`config.mk`:
```
export PLATFORM = sky130hd
export DESIGN_NAME = oled_frame_command_streamer
export DESIGN_NICKNAME = d
export VERILOG_FILES = /design/src/rtl/core/ocs_pkg.sv /design/src/rtl/core/oled_frame_command_streamer.sv /design/src/rtl/core/ocs_ucode_rom.sv /design/src/rtl/core/ocs_datapath.sv
export SDC_FILE = /design/constraint.sdc
export NUM_CORES = 1
export LEC_CHECK = 0
export ABC_AREA = 1
export BUFFER_PORTS_ARGS = -buffer_cell sky130_fd_sc_hd__buf_4
export CORE_ASPECT_RATIO = 2
export CORE_UTILIZATION = 45
export DETAILED_ROUTE_END_ITERATION = 6
export HOLD_SLACK_MARGIN = 0.15
export PLACE_DENSITY = 0.66
export REMOVE_ABC_BUFFERS = 1
export SETUP_SLACK_MARGIN = 0.1
export SYNTH_ARGS = -nofsm -noshare
export SYNTH_HDL_FRONTEND = slang
export SYNTH_HIERARCHICAL = 1
export SYNTH_SLANG_ARGS = --single-unit
```
`constraint.sdc`:
```
create_clock -name clk_i -period 4.4 [get_ports clk_i]
set_clock_uncertainty 0.05 [all_clocks]
set_input_delay 0.22 -clock clk_i [delete_from_list [all_inputs] [get_ports clk_i]]
set_output_delay 0.22 -clock clk_i [all_outputs]
set_load 0.01 [all_outputs]
```
`src/rtl/core/ocs_pkg.sv`:
```
// shared types, constants and microcode word layout for the oled frame command streamer
package ocs_pkg;

  // display geometry
  localparam int unsigned Rows     = 64;
  localparam int unsigned RowBytes = 16;
  localparam int unsigned RowW     = (Rows > 1) ? $clog2(Rows) : 1;
  localparam int unsigned ByteW    = (RowBytes > 1) ? $clog2(RowBytes) : 1;

  // microcode addressing
  localparam int unsigned PcW = 5;
  localparam logic [PcW-1:0] InitEntry = 5'd0;
  localparam logic [PcW-1:0] PixEntry  = 5'd26;
  localparam logic [PcW-1:0] LastStep  = 5'd29;

  // configuration register indexes
  localparam int unsigned CfgIdxW = 2;
  localparam logic [CfgIdxW-1:0] CfgContrast  = 2'd0;
  localparam logic [CfgIdxW-1:0] CfgMultiplex = 2'd1;
  localparam logic [CfgIdxW-1:0] CfgOffset    = 2'd2;

  // input item
  typedef struct packed {
    logic       cmd;
    logic [7:0] pixel_byte;
    logic       blank;
    logic       start_frame;
  } in_item_t;

  // result item
  typedef struct packed {
    logic [7:0] spi_byte;
    logic       is_data;
    logic       last;
    logic       frame_done;
  } out_item_t;

  // byte source selected by a microcode step
  typedef enum logic [2:0] {
    SRC_CONST    = 3'd0,
    SRC_CONTRAST = 3'd1,
    SRC_MUX      = 3'd2,
    SRC_OFFSET   = 3'd3,
    SRC_COL_LO   = 3'd4,
    SRC_COL_HI   = 3'd5,
    SRC_PIXEL    = 3'd6
  } src_e;

  // step condition: when false the step emits nothing and jumps to its target
  typedef enum logic [1:0] {
    COND_ALWAYS = 2'd0,
    COND_FRAME  = 2'd1,
    COND_ROW    = 2'd2
  } cond_e;

  // one control word
  typedef struct packed {
    src_e           src;
    logic [7:0]     lit;
    cond_e          cond;
    logic [PcW-1:0] target;
    logic           is_data;
    logic           last;
  } ucode_t;

  // sequencer to datapath controls
  typedef struct packed {
    logic load_item;
    logic advance;
  } dp_ctrl_t;

  // datapath to sequencer status
  typedef struct packed {
    logic frame_first;
    logic row_first;
    logic frame_done;
  } dp_status_t;

endpackage

```
`src/rtl/core/oled_frame_command_streamer.sv`:
```
// top level: microcode sequencer, output register and datapath of the frame command streamer
// Turns framebuffer byte items into OLED command and data bytes, at most one result item per
// microcode step. Each accepted item starts a short program in a read-only table that runs
// one step per clock while the output does not stall: a pixel item takes three steps
// (mid-row byte) or four (first byte of a row or frame), an init item takes 26 steps. A new
// item is taken the cycle after the last step of the previous one. The result register lets
// the last result wait while the next item enters. Config writes are always ready and take
// effect at once.
module oled_frame_command_streamer import ocs_pkg::*; (
  input  logic               clk_i,
  input  logic               rst_ni,
  input  logic               in_valid_i,
  output logic               in_stall_o,
  input  in_item_t           in_data_i,
  output logic               out_valid_o,
  input  logic               out_stall_i,
  output out_item_t          out_data_o,
  input  logic               cfg_valid_i,
  output logic               cfg_ready_o,
  input  logic [CfgIdxW-1:0] cfg_index_i,
  input  logic [7:0]         cfg_data_i
);

  logic           busy_q, busy_d;
  logic [PcW-1:0] pc_q, pc_d;
  logic           out_valid_q, out_valid_d;
  out_item_t      out_q, out_d;
  ucode_t         uword;
  dp_ctrl_t       ctrl;
  dp_status_t     status;
  logic [7:0]     dp_byte;
  logic           accept;
  logic           cond_ok;
  logic           slot_free;
  logic           emit;

  assign cfg_ready_o = 1'b1;
  assign in_stall_o  = busy_q;
  assign accept      = in_valid_i && !busy_q;
  assign slot_free   = !out_valid_q || !out_stall_i;

  ocs_ucode_rom u_rom (
    .pc_i   (pc_q),
    .word_o (uword)
  );

  ocs_datapath u_dp (
    .clk_i       (clk_i),
    .rst_ni      (rst_ni),
    .cfg_valid_i (cfg_valid_i),
    .cfg_index_i (cfg_index_i),
    .cfg_data_i  (cfg_data_i),
    .item_i      (in_data_i),
    .ctrl_i      (ctrl),
    .src_i       (uword.src),
    .lit_i       (uword.lit),
    .byte_o      (dp_byte),
    .status_o    (status)
  );

  // step condition
  always_comb begin
    case (uword.cond)
      COND_ALWAYS: cond_ok = 1'b1;
      COND_FRAME:  cond_ok = status.frame_first;
      COND_ROW:    cond_ok = status.row_first;
      default:     cond_ok = 1'b1;
    endcase
  end

  assign emit           = busy_q && cond_ok && slot_free;
  assign ctrl.load_item = accept;
  assign ctrl.advance   = emit && uword.last && uword.is_data;

  // step counter and jumps
  always_comb begin
    busy_d = busy_q;
    pc_d   = pc_q;
    if (accept) begin
      busy_d = 1'b1;
      pc_d   = in_data_i.cmd ? InitEntry : PixEntry;
    end else if (busy_q) begin
      if (!cond_ok) begin
        pc_d = uword.target;
      end else if (slot_free) begin
        pc_d = pc_q + PcW'(1);
        if (uword.last) begin
          busy_d = 1'b0;
        end
      end
    end
  end

  // result register
  always_comb begin
    out_valid_d = out_valid_q && out_stall_i;
    out_d       = out_q;
    if (emit) begin
      out_valid_d      = 1'b1;
      out_d.spi_byte   = dp_byte;
      out_d.is_data    = uword.is_data;
      out_d.last       = uword.last;
      out_d.frame_done = uword.is_data && status.frame_done;
    end
  end

  always_ff @(posedge clk_i or negedge rst_ni) begin
    if (!rst_ni) begin
      busy_q      <= 1'b0;
      pc_q        <= InitEntry;
      out_valid_q <= 1'b0;
    end else begin
      busy_q      <= busy_d;
      pc_q        <= pc_d;
      out_valid_q <= out_valid_d;
    end
  end

  always_ff @(posedge clk_i) begin
    out_q <= out_d;
  end

  assign out_valid_o = out_valid_q;
  assign out_data_o  = out_q;

  // an accepted item starts the program
  a_accept_busy: assert property (@(posedge clk_i) disable iff (!rst_ni)
    accept |=> busy_q)
    else $error("sequencer not busy after item accept");

  // step counter stays inside the program while running
  a_pc_range: assert property (@(posedge clk_i) disable iff (!rst_ni)
    busy_q |-> (pc_q <= LastStep))
    else $error("step counter outside microcode program");

  // frame completion only on the final data byte of an item
  a_frame_done: assert property (@(posedge clk_i) disable iff (!rst_ni)
    out_valid_o |-> (!out_data_o.frame_done || (out_data_o.is_data && out_data_o.last)))
    else $error("frame_done on a non-final or command byte");

  // data bytes are always the final result of their item
  a_data_last: assert property (@(posedge clk_i) disable iff (!rst_ni)
    (out_valid_o && out_data_o.is_data) |-> out_data_o.last)
    else $error("data byte not marked last");

endmodule

```
`src/rtl/core/ocs_ucode_rom.sv`:
```
// microcode table: init command sequence and pixel item program
module ocs_ucode_rom import ocs_pkg::*; (
  input  logic [PcW-1:0] pc_i,
  output ucode_t         word_o
);

  // build one control word
  function automatic ucode_t uw(src_e s, logic [7:0] lit, cond_e c, logic [PcW-1:0] tgt,
                                logic d, logic l);
    ucode_t w;
    w.src     = s;
    w.lit     = lit;
    w.cond    = c;
    w.target  = tgt;
    w.is_data = d;
    w.last    = l;
    return w;
  endfunction

  // program table
  always_comb begin
    unique case (pc_i)
      // init sequence
      5'd0:  word_o = uw(SRC_CONST,    8'hAE, COND_ALWAYS, 5'd0, 1'b0, 1'b0);
      5'd1:  word_o = uw(SRC_CONST,    8'h00, COND_ALWAYS, 5'd0, 1'b0, 1'b0);
      5'd2:  word_o = uw(SRC_CONST,    8'h10, COND_ALWAYS, 5'd0, 1'b0, 1'b0);
      5'd3:  word_o = uw(SRC_CONST,    8'hB0, COND_ALWAYS, 5'd0, 1'b0, 1'b0);
      5'd4:  word_o = uw(SRC_CONST,    8'hDC, COND_ALWAYS, 5'd0, 1'b0, 1'b0);
      5'd5:  word_o = uw(SRC_CONST,    8'h00, COND_ALWAYS, 5'd0, 1'b0, 1'b0);
      5'd6:  word_o = uw(SRC_CONST,    8'h81, COND_ALWAYS, 5'd0, 1'b0, 1'b0);
      5'd7:  word_o = uw(SRC_CONTRAST, 8'h00, COND_ALWAYS, 5'd0, 1'b0, 1'b0);
      5'd8:  word_o = uw(SRC_CONST,    8'h21, COND_ALWAYS, 5'd0, 1'b0, 1'b0);
      5'd9:  word_o = uw(SRC_CONST,    8'hA0, COND_ALWAYS, 5'd0, 1'b0, 1'b0);
      5'd10: word_o = uw(SRC_CONST,    8'hC0, COND_ALWAYS, 5'd0, 1'b0, 1'b0);
      5'd11: word_o = uw(SRC_CONST,    8'hA4, COND_ALWAYS, 5'd0, 1'b0, 1'b0);
      5'd12: word_o = uw(SRC_CONST,    8'hA6, COND_ALWAYS, 5'd0, 1'b0, 1'b0);
      5'd13: word_o = uw(SRC_CONST,    8'hA8, COND_ALWAYS, 5'd0, 1'b0, 1'b0);
      5'd14: word_o = uw(SRC_MUX,      8'h00, COND_ALWAYS, 5'd0, 1'b0, 1'b0);
      5'd15: word_o = uw(SRC_CONST,    8'hD3, COND_ALWAYS, 5'd0, 1'b0, 1'b0);
      5'd16: word_o = uw(SRC_OFFSET,   8'h00, COND_ALWAYS, 5'd0, 1'b0, 1'b0);
      5'd17: word_o = uw(SRC_CONST,    8'hD5, COND_ALWAYS, 5'd0, 1'b0, 1'b0);
      5'd18: word_o = uw(SRC_CONST,    8'h41, COND_ALWAYS, 5'd0, 1'b0, 1'b0);
      5'd19: word_o = uw(SRC_CONST,    8'hD9, COND_ALWAYS, 5'd0, 1'b0, 1'b0);
      5'd20: word_o = uw(SRC_CONST,    8'h22, COND_ALWAYS, 5'd0, 1'b0, 1'b0);
      5'd21: word_o = uw(SRC_CONST,    8'hDB, COND_ALWAYS, 5'd0, 1'b0, 1'b0);
      5'd22: word_o = uw(SRC_CONST,    8'h35, COND_ALWAYS, 5'd0, 1'b0, 1'b0);
      5'd23: word_o = uw(SRC_CONST,    8'hAD, COND_ALWAYS, 5'd0, 1'b0, 1'b0);
      5'd24: word_o = uw(SRC_CONST,    8'h8A, COND_ALWAYS, 5'd0, 1'b0, 1'b0);
      5'd25: word_o = uw(SRC_CONST,    8'hAF, COND_ALWAYS, 5'd0, 1'b0, 1'b1);
      // pixel program: page command, column commands, data byte
      5'd26: word_o = uw(SRC_CONST,    8'hB0, COND_FRAME,  5'd27, 1'b0, 1'b0);
      5'd27: word_o = uw(SRC_COL_LO,   8'h00, COND_ROW,    5'd29, 1'b0, 1'b0);
      5'd28: word_o = uw(SRC_COL_HI,   8'h00, COND_ALWAYS, 5'd0, 1'b0, 1'b0);
      5'd29: word_o = uw(SRC_PIXEL,    8'h00, COND_ALWAYS, 5'd0, 1'b1, 1'b1);
      default: word_o = uw(SRC_CONST,  8'h00, COND_ALWAYS, 5'd0, 1'b0, 1'b1);
    endcase
  end

endmodule

```
`src/rtl/core/ocs_datapath.sv`:
```
// datapath: config registers, row and byte counters, item register and byte select
module ocs_datapath import ocs_pkg::*; (
  input  logic               clk_i,
  input  logic               rst_ni,
  input  logic               cfg_valid_i,
  input  logic [CfgIdxW-1:0] cfg_index_i,
  input  logic [7:0]         cfg_data_i,
  input  in_item_t           item_i,
  input  dp_ctrl_t           ctrl_i,
  input  src_e               src_i,
  input  logic [7:0]         lit_i,
  output logic [7:0]         byte_o,
  output dp_status_t         status_o
);

  localparam logic [RowW-1:0]  LastRowIdx  = RowW'(Rows - 1);
  localparam logic [ByteW-1:0] LastByteIdx = ByteW'(RowBytes - 1);
  localparam logic [7:0]       LastRowCol  = 8'(Rows - 1);

  logic [7:0]       contrast_q, contrast_d;
  logic [6:0]       multiplex_q, multiplex_d;
  logic [6:0]       offset_q, offset_d;
  logic [RowW-1:0]  row_q, row_d;
  logic [ByteW-1:0] byte_q, byte_d;
  logic [7:0]       pixel_q, pixel_d;
  logic             blank_q, blank_d;
  logic [7:0]       col;
  logic [7:0]       flipped;

  // config register writes
  always_comb begin
    contrast_d  = contrast_q;
    multiplex_d = multiplex_q;
    offset_d    = offset_q;
    if (cfg_valid_i) begin
      case (cfg_index_i)
        CfgContrast:  contrast_d  = cfg_data_i;
        CfgMultiplex: multiplex_d = cfg_data_i[6:0];
        CfgOffset:    offset_d    = cfg_data_i[6:0];
        default:      ;
      endcase
    end
  end

  // row and byte counters, cleared by start_frame, stepped on each data byte
  always_comb begin
    row_d  = row_q;
    byte_d = byte_q;
    if (ctrl_i.load_item && !item_i.cmd && item_i.start_frame) begin
      row_d  = '0;
      byte_d = '0;
    end else if (ctrl_i.advance) begin
      if (byte_q == LastByteIdx) begin
        byte_d = '0;
        row_d  = (row_q == LastRowIdx) ? '0 : row_q + RowW'(1);
      end else begin
        byte_d = byte_q + ByteW'(1);
      end
    end
  end

  // item register
  always_comb begin
    pixel_d = ctrl_i.load_item ? item_i.pixel_byte : pixel_q;
    blank_d = ctrl_i.load_item ? item_i.blank : blank_q;
  end

  always_ff @(posedge clk_i or negedge rst_ni) begin
    if (!rst_ni) begin
      contrast_q  <= 8'd111;
      multiplex_q <= 7'd63;
      offset_q    <= 7'd96;
      row_q       <= '0;
      byte_q      <= '0;
    end else begin
      contrast_q  <= contrast_d;
      multiplex_q <= multiplex_d;
      offset_q    <= offset_d;
      row_q       <= row_d;
      byte_q      <= byte_d;
    end
  end

  always_ff @(posedge clk_i) begin
    pixel_q <= pixel_d;
    blank_q <= blank_d;
  end

  // column address counts down from the last row
  assign col = LastRowCol - 8'(row_q);

  // pixel bit reversal
  always_comb begin
    for (int i = 0; i < 8; i++) begin
      flipped[i] = pixel_q[7-i];
    end
  end

  // byte source select
  always_comb begin
    unique case (src_i)
      SRC_CONST:    byte_o = lit_i;
      SRC_CONTRAST: byte_o = contrast_q;
      SRC_MUX:      byte_o = {1'b0, multiplex_q};
      SRC_OFFSET:   byte_o = {1'b0, offset_q};
      SRC_COL_LO:   byte_o = {4'h0, col[3:0]};
      SRC_COL_HI:   byte_o = 8'h10 + {4'h0, col[7:4]};
      SRC_PIXEL:    byte_o = blank_q ? 8'h00 : flipped;
      default:      byte_o = lit_i;
    endcase
  end

  // position flags for the sequencer
  assign status_o.frame_first = (row_q == '0) && (byte_q == '0);
  assign status_o.row_first   = (byte_q == '0);
  assign status_o.frame_done  = (row_q == LastRowIdx) && (byte_q == LastByteIdx);

endmodule
```
# After elaboration in Yosys (flattened, before gate mapping)
# Memory sizes are Yosys's and may differ from the RTL's.
# Cells that the tools add are included.
[word_totals]
in_bits = 26
elab_cells = 81
mem_count = 1
reg_bits = 59
output_inout_bits = 14
rom_bits = 640
[op_classes]
addsub = 5
n_eq_ne = 13
n_reduce_logical = 27
n_mux = 21
[memory_table]
columns = ["name", "depth", "width", "read_ports", "rd_clocked_by_memory_dff", "wr", "line", "text"]
rows = [
  ["(no name shown)", 32, 20, 1, 0, 0, "ocs_ucode_rom.sv:22", "unique case (pc_i)"],
]
[ops]
columns = ["op", "n"]
rows = [
  ["case mux 8 bit (6 select lines)", 1],
  ["2-to-1 mux 5 bit", 5],
  ["2-to-1 mux 6 bit", 4],
  ["2-to-1 mux 4 bit", 3],
  ["logical AND 1 bit", 11],
  ["AND reduction 2 bit", 5],
  ["== test 3 bit, second input constant", 3],
  ["2-to-1 mux 8 bit", 1],
  ["subtractor 6 x 6 -> 7 bit, first input constant", 1],
  ["adder 5 x 4 -> 6 bit, first input constant", 1],
  ["adder 6 x 1 -> 6 bit, second input constant", 1],
  ["== test 3 x 2 -> 1 bit, second input constant", 2],
  ["== test 6 bit, second input constant", 1],
  ["logical NOT 6 bit", 1],
  ["2-to-1 mux 1 bit", 6],
  ["nonzero test 2 bit", 3],
  ["adder 5 x 1 -> 5 bit, second input constant", 1],
  ["adder 4 x 1 -> 4 bit, second input constant", 1],
  ["== test 2 x 1 -> 1 bit, second input constant", 2],
  ["== test 2 bit, second input constant", 2],
  ["== test 4 bit, second input constant", 1],
  ["logical NOT 1 bit", 4],
  ["logical NOT 4 bit", 1],
  ["== test 3 x 1 -> 1 bit, second input constant", 1],
  ["other kinds (4)", 4],
]

# Longest topological paths before layout
# Gate-level depths: netlist of the first run.
[logic_depth]
ltp_word = 9
depth_mapped = 19
depth_no_buf = 17

# Modules after synthesis
# Netlist of the first run, hierarchy kept.
[modules_own_cells]
columns = ["mod", "cells_per_inst", "seq_area_each_um2", "instances", "area_per_inst_um2"]
rows = [
  ["ocs_datapath", 263, 1088.5, 1, 2099.5],
  ["oled_frame_command_streamer", 95, 505.5, 1, 905.9],
  ["ocs_ucode_rom", 124, 0.0, 1, 646.9],
]

# Least setup slack after synthesis of the first run
# OpenSTA, ideal clock, no wires.
[synth_path]
kind = "register to register"
start = "reg pc_q[0]"
end = "reg u_dp.row_q[5]"
required_ns = 4.288
period_less_slack_ns = 3.144
path_stages_with_launch = 19
t_arrival_ns = 3.032
path_slack_ns = 1.256
setup_ns = 0.062
path_buffers = 1
path_cell_list = "dfrtp_1 > inv_1 > ha_1 > nand2_1 > inv_1 > buf_4 > inv_1 > ha_1 > inv_1 > nand3_4 > nand2_1 > nor2_1 > and3_1 > inv_1 > o21ai_4 > nand3_1 > nand2_1 > nand2_1 > inv_1"
[synth_lines]
columns = ["item", "line", "text"]
rows = [
  ["from (decl)", "oled_frame_command_streamer.sv:25", "logic [PcW-1:0] pc_q, pc_d;"],
  ["from (signal assigned)", "oled_frame_command_streamer.sv:110", "pc_q <= InitEntry;"],
  ["from (signal assigned)", "oled_frame_command_streamer.sv:114", "pc_q <= pc_d;"],
  ["to (signal assigned)", "ocs_datapath.sv:79", "row_q <= row_d;"],
  ["to (decl)", "ocs_datapath.sv:23", "logic [RowW-1:0] row_q, row_d;"],
]

==> results of run 1 <==
## worst max-delay path, delay by kind of cell (launching register included)
kind            cells  cell delay, ns
simple gates       10            1.34
flops               1            0.74
buf+inv             5            0.56
compound gates      1            0.18
fa+ha+maj           1            0.26
## layout by cell type, fill, tap and decap left out, types with 3 or more instances in the layout
cell,count
dfrtp_1,25
dlygate4sd3_1,19
a21oi_1,6
buf_4,39
nand2_2,5
nand4_1,13
inv_1,62
nand3_2,3
inv_2,6
nor2_1,47
o21ai_0,36
dfstp_2,14
nand2_1,155
clkbuf_1,3
nand3_1,36
clkbuf_16,10
edfxtp_1,20
ha_1,15
## path summary, 6_finish.rpt
kind | endpoint | startpoint | slack (ns) | cells past startpoint
worst min-delay path | pc_q[0] | in_valid_i | 0.22 | 4
worst max-delay path | u_dp/row_q[2] | pc_q[3] | 1.14 | 17
worst max register to register | u_dp/row_q[2] | pc_q[3] | 1.14 | 17
max in group asynchronous | u_dp/multiplex_q[3] | rst_ni | 3.54 | 2
min in group asynchronous | pc_q[4] | rst_ni | 0.38 | 2
worst min register to register | u_dp/offset_q[4] | u_dp/offset_q[4] | 0.43 | 2
## what timing repair did
action	CTS	global route
hold buffers	19	0
hold endpoints to repair	51	0
endpoints found under the setup margin	0	0
## logic make-up (layout without fill, tap and decap cells)
logic type,count (synthesis),count (layout)
AO/OA/AOI/OAI,50,50
XOR/XNOR,3,3
adder cells (fa/ha/maj),15,15
buffers and inverters,83,143
flip-flops,59,59
multiplexers,1,1
other,1,1
AND/OR/NAND/NOR,270,270
## routing by layer
metal | wire [um] | share of wire | GRT usage | vias to the layer above
met2 | 5310 | 0.57 | 0.453 | 92
met4 | 354 | 0.038 | 0.134 | 0
li1 | - | - | - | 1635
met1 | 3370 | 0.36 | 0.238 | 1477
met5 | 0 | 0 | 0 | -
met3 | 311 | 0.033 | 0.0379 | 20
## through the flow
stage / worst slack, ns / cell area (sq um) / power (W)
after floorplan: 1.22 / 3540 / 0.00184
after global placement: 1.28 / 3960 / 0.00227
after detailed placement: 1.17 / 3960 / 0.00228
after CTS: 1.16 / 4440 / 0.00299
after global routing: 0.876 / 4440 / 0.00320
final: 1.14 / 4440 / 0.00297
## sequential cells by signal (all words and copies together), names as in the netlist
signal / flops
out_data_o: 11
u_dp/offset_q: 7
u_dp/row_q: 6
in_stall_o: 1
out_valid_o: 1
pc_q: 5
u_dp/multiplex_q: 7
u_dp/byte_q: 4
u_dp/contrast_q: 8
u_dp/pixel_q: 8
u_dp/blank_q: 1
## power breakdown
part / internal [W] / switching, W
clock network: 0.000445 / 0.000233
logic: 0.000474 / 0.000825
registers: 0.000800 / 0.000192
total: 0.00172 / 0.00125
## layout make-up
type                            count  area (sq um)
Clock inverter                      1          5.00
Clock buffer                       15           289
Fill cell                         742          3440
Sequential cell                    59          1590
Tap cell                           96           120
Timing Repair Buffer               58           483
Multi-Input combinational cell    340          1690
Inverter                           69           259
==> impl_metrics.json, run 1 <==
{
  "syn_inst": 482,
  "ant_nets": 0,
  "crit_top_cell": "nand2_1",
  "synth_xor_area_frac": 0.00719,
  "ctsRootBufferMaster": "clkbuf_16",
  "drc_errors": 0,
  "clkLatencyLatePin_ns": 0.33,
  "die_y_um": 129,
  "crit_path_end_kind": "flip-flop",
  "outcome": "finished clean",
  "ys_warn_count": 6,
  "cts_tree": "done",
  "synthDistinctLibCells": 39,
  "ys_ff_latch": 59,
  "finalHoldViolCount": 0,
  "grt_pass1_wl_um": 14900,
  "required_ns": 4.56,
  "port_buffers": 38,
  "grt_usage": 0.240,
  "synth_top_family_by_area": "simple AND/OR/NAND/NOR gates",
  "synthTopCellsByCount": "155 x nand2_1, 62 x inv_1, 47 x nor2_1",
  "start_kind": "flip-flop",
  "wl_per_cell_um": 14.6,
  "yosys_most_used_dff": "dfrtp_1",
  "netlist_area_sq_um": 3650,
  "ir_worst_vdd_uv": 459,
  "post-synth-top-count-cell": "nand2_1",
  "power_density_nw_per_um2": 668,
  "leakage_nw": 2.20,
  "ctsResizeCount": 0,
  "period_share": 0.741,
  "maxCapViolCount": 0,
  "grt_overflow_total": 0,
  "slew_violations": 0,
  "gp_congestion": 0.912,
  "finalSetupViolCount": 0,
  "final_core_util": 0.563,
  "final-instance-count-excl-fill": 638,
  "drt-total-wl_um": 9340,
  "grt_pass1_vias": 3143,
  "grt_max_degree": 40,
  "finalNetCount": 578,
  "path_cells": "nand2_1, nor2_1, nand2_1, inv_1, inv_1, ha_1, inv_1, nand3_4, nand2_1, nor2_1, buf_4, and3_1, inv_1, nand2_1, nand2_1, o21ai_0, nor2_1",
  "cts_max_level": 3,
  "synth-edff-count": 20,
  "crit_arrival_ns": 3.42,
  "first_pass_iters": 5,
  "synthTopCellsByArea": "dfrtp_1 17%, edfxtp_1 16%, nand2_1 16%",
  "drt_iter0_drc": 188,
  "fmax_mhz": 307,
  "cts_setup_buffers": 0,
  "whs_ns": 0.223,
  "via_per_inst": 5.05,
  "core_sq_um": 7890,
  "synth_compound_area_frac": 0.0754,
  "rsz0062_at_grt": "no",
  "vias": 3224,
  "rows": 46,
  "yosysTopAreaCellShare": 0.171,
  "die-width_um": 65.7,
  "ios": 40,
  "yosys.area_share.simple": 0.325,
  "crit_path_max_incr_delay_ns": 0.74,
  "clkSinkCount": 59,
  "hold_path.class": "primary input to flip-flop",
  "cts_buffer_depth": 2,
  "cts_buffers": 9,
  "relSlewSlack": 0.581,
  "async_reset_ff_frac": 0.661,
  "yosys.area_share.adder": 0.0514,
  "worst_path_max_delay_cell": "dfrtp_1",
  "tightest_slew_ns": 0.625,
  "crit_type": "flip-flop to flip-flop",
  "dp.cells": 603,
  "synthMuxAreaShare": 0.00308,
  "yosys.area.top_type": "dfrtp_1",
  "antenna_found_initial": 0,
  "start_util": 0.463,
  "ys_seq_area_frac": 0.436,
  "clkTransAtPathRegs_ns": 0.05,
  "crit_fanout": 19,
  "area_growth_pct": 21.6,
  "die_area_sq_um": 8500,
  "antennaDiodeCount": 0,
  "fin_crit_ns": 3.26,
  "hpwl_um": 7010,
  "postSynthAreaPerCell_sq_um": 7.58,
  "fin_setup_tns_ns": 0,
  "drive_gt1_frac": 0.170
}
Power figures use the tool's default switching activity.
==> inputs of run 2 (changes only) <==
ABC_AREA = 0   (was 1)
clock period = 3.4 ns   (was 4.4 ns; I/O delays follow)
==> run 2 against run 1 <==
Effect of this change: register-to-register slack got worse by 0.75 ns; final cell count down 20%; largest cell class unchanged; combinational power up 48%; maximum frequency is 8.3% higher; via count is 9.1% lower; flip-flop and latch count unchanged.
==> impl_metrics.json, run 2 <==
{
  "ant_nets": 0,
  "path_cells": "inv_1, ha_1, inv_1, nor3_1, inv_1, ha_1, a221oi_2, nor2_2, and3_1, nand4_4, or4_1, a21oi_1",
  "required_ns": 3.60,
  "synthMuxAreaShare": 0.102,
  "multi_input_area_sq_um": 1780,
  "leakage_nw": 1.84,
  "grt_max_degree": 40,
  "tightest_slew_ns": 0.731,
  "drt_iter0_drc": 194,
  "finalNetCount": 452,
  "period_share": 0.885,
  "ys_seq_area_frac": 0.447,
  "final_cell_mix": "49 x buf_4, 30 x nor2_1, 29 x a21oi_1, 25 x dfrtp_1, 25 x mux2_2",
  "vias": 2932,
  "cts_hold_buf": 21,
  "min_from": "cfg_index_i[0]",
  "reg2reg_from": "pc_q[0]",
  "synth_compound_area_frac": 0.178,
  "switchingPower_w": 0.00156,
  "drive_gt1_frac": 0.284,
  "post-synth-top-count-cell": "nor2_1",
  "power_density_nw_per_um2": 884,
  "ctsRootBufferMaster": "clkbuf_16",
  "synth_xor_area_frac": 0.0147,
  "ys_warn_count": 6,
  "hold_path_depth": 3,
  "async_reset_ff_frac": 0.661,
  "synth-edff-count": 20,
  "yosys.area_share.simple": 0.148,
  "final_common_cell": "buf_4",
  "synthTopCellsByArea": "dfrtp_1 18%, edfxtp_1 17%, dfstp_2 10%",
  "postSynthAreaPerCell_sq_um": 10.2,
  "whs_ns": 0.261,
  "wl_per_cell_um": 16.9,
  "crit_arrival_ns": 3.20,
  "grt_pass1_wl_um": 14200,
  "clkLatencyLatePin_ns": 0.33,
  "drc_errors": 0,
  "via_per_inst": 5.75,
  "ff_latch_area_sq_um": 1590,
  "antennaDiodeCount": 0,
  "combPwrFrac": 0.491,
  "crit_path_end_kind": "flip-flop",
  "final-instance-count-excl-fill": 510,
  "slew_violations": 0,
  "die-width_um": 65.0,
  "start_util": 0.466,
  "area_growth_pct": 24.5,
  "finalSetupViolCount": 0,
  "crit_path_max_incr_delay_ns": 0.49,
  "rsz0062_at_grt": "no",
  "swShare": 0.398,
  "ios": 40,
  "synth_top_family_by_area": "compound AO/OA/AOI/OAI gates",
  "synthTopCellsByCount": "30 x nor2_1, 29 x a21oi_1, 25 x dfrtp_1, 25 x mux2_2, 24 x nand2_1",
  "die_y_um": 128,
  "netlist_area_sq_um": 3570,
  "start_kind": "flip-flop",
  "reg2regPathDepth": 12,
  "totalPowerFinal_w": 0.00393,
  "crit_fanout": 7,
  "ir_worst_vdd_uv": 490,
  "clkSinkCount": 59,
  "crit_type": "flip-flop to flip-flop",
  "postPlaceCellArea_sq_um": 3940,
  "ctsResizeCount": 0,
  "yosys_most_used_dff": "dfrtp_1",
  "final_core_util": 0.580,
  "grt_overflow_total": 0,
  "largest_reg_flops": 11,
  "grt_pass1_vias": 2985,
  "yosysTopAreaCellShare": 0.175,
  "yosys.area_share.adder": 0.0526,
  "cts_setup_buffers": 0,
  "pwr-share-seq": 0.292,
  "p_clk_frac": 0.218,
  "clkTransAtPathRegs_ns": 0.05,
  "fillers": 707,
  "cts_buffer_depth": 2,
  "grt_usage": 0.231,
  "port_buffers": 38,
  "cts_tree": "done",
  "hpwl_um": 6330,
  "dp.cells": 473,
  "yosys.area.top_type": "dfrtp_1",
  "ys_ff_latch": 59,
  "finalHoldViolCount": 0,
  "relSlewSlack": 0.511,
  "die_area_sq_um": 8310,
  "crit_start": "pc_q[0]",
  "gp_congestion": 0.976,
  "hold_path.class": "primary input to flip-flop",
  "fin_crit_ns": 3.01,
  "core_sq_um": 7660,
  "worst_path_max_delay_cell": "or4_1",
  "finish.instance_area_sq_um": 4440,
  "synthDistinctLibCells": 62,
  "cts_buffers": 9,
  "antenna_found_initial": 0,
  "cts_max_level": 3,
  "fmax_mhz": 332,
  "crit_top_cell": "inv_1",
  "first_pass_iters": 4,
  "maxCapViolCount": 0,
  "rows": 45,
  "outcome": "finished clean",
  "syn_inst": 350,
  "drt-total-wl_um": 8640,
  "internal_power_w": 0.00236
}
run 2: logic make-up (layout without fill, tap and decap cells):
kind of cell	Yosys count	in the layout
AOI/OAI and AO/OA	95	95
xor gates and xnor gates	6	6
adders and majority gates	15	15
buffers and inverters	40	106
DFF	59	59
muxes	32	32
other	1	1
and+or+nand+nor	102	102
run 2: worst max-delay path, delay by kind of cell (launching register included):
family	cells	cell delay (ns)
adders and majority gates	2	0.54
AOI/OAI and AO/OA	2	0.20
DFF	1	0.37
buffers and inverters	3	0.32
and+or+nand+nor	5	1.45
run 2: cell type report:
type                            instances  area share
Clock buffer                           13      0.0611
Clock inverter                          3     0.00451
Inverter                               20      0.0180
Multi-Input combinational cell        251       0.401
Sequential cell                        59       0.359
Tap cell                               94      0.0265
Timing Repair Buffer                   70       0.130
run 2: per-layer routing:
metal  up-vias  GRT usage  wire length [um]
li1       1408          -                 -
met1      1390      0.240              3180
met2        93      0.393              4630
met3        41     0.0480               292
met4         0      0.180               528
met5         -          0                 0
run 2: per-stage QoR:
stage | setup slack, ns | setup TNS, ns
2_1_floorplan | -0.0326 | -0.0551
3_3_place_gp | 0.487 | 0
3_5_place_dp | 0.390 | 0
4_1_cts | 0.383 | 0
5_1_grt | 0.156 | 0
6_report | 0.391 | 0
run 2: final timing paths:
kind / slack [ns] / end
max in group asynchronous: 2.63 / u_dp/offset_q[6]
worst min-delay path: 0.26 / u_dp/contrast_q[3]
worst min register to register: 0.46 / u_dp/offset_q[3]
worst max-delay path: 0.39 / u_dp/row_q[5]
worst max register to register: 0.39 / u_dp/row_q[5]
min in group asynchronous: 0.30 / u_dp/byte_q[3]
run 2: power groups by stage:
stage / sequential, W / clock, W / combinational [W]
detailed placement: 0.00116 / 0 / 0.00189
floorplan: 0.00125 / 0 / 0.00112
global route: 0.00117 / 0.000910 / 0.00211
CTS: 0.00115 / 0.000876 / 0.00192
finish: 0.00115 / 0.000855 / 0.00193
global placement: 0.00115 / 0 / 0.00188
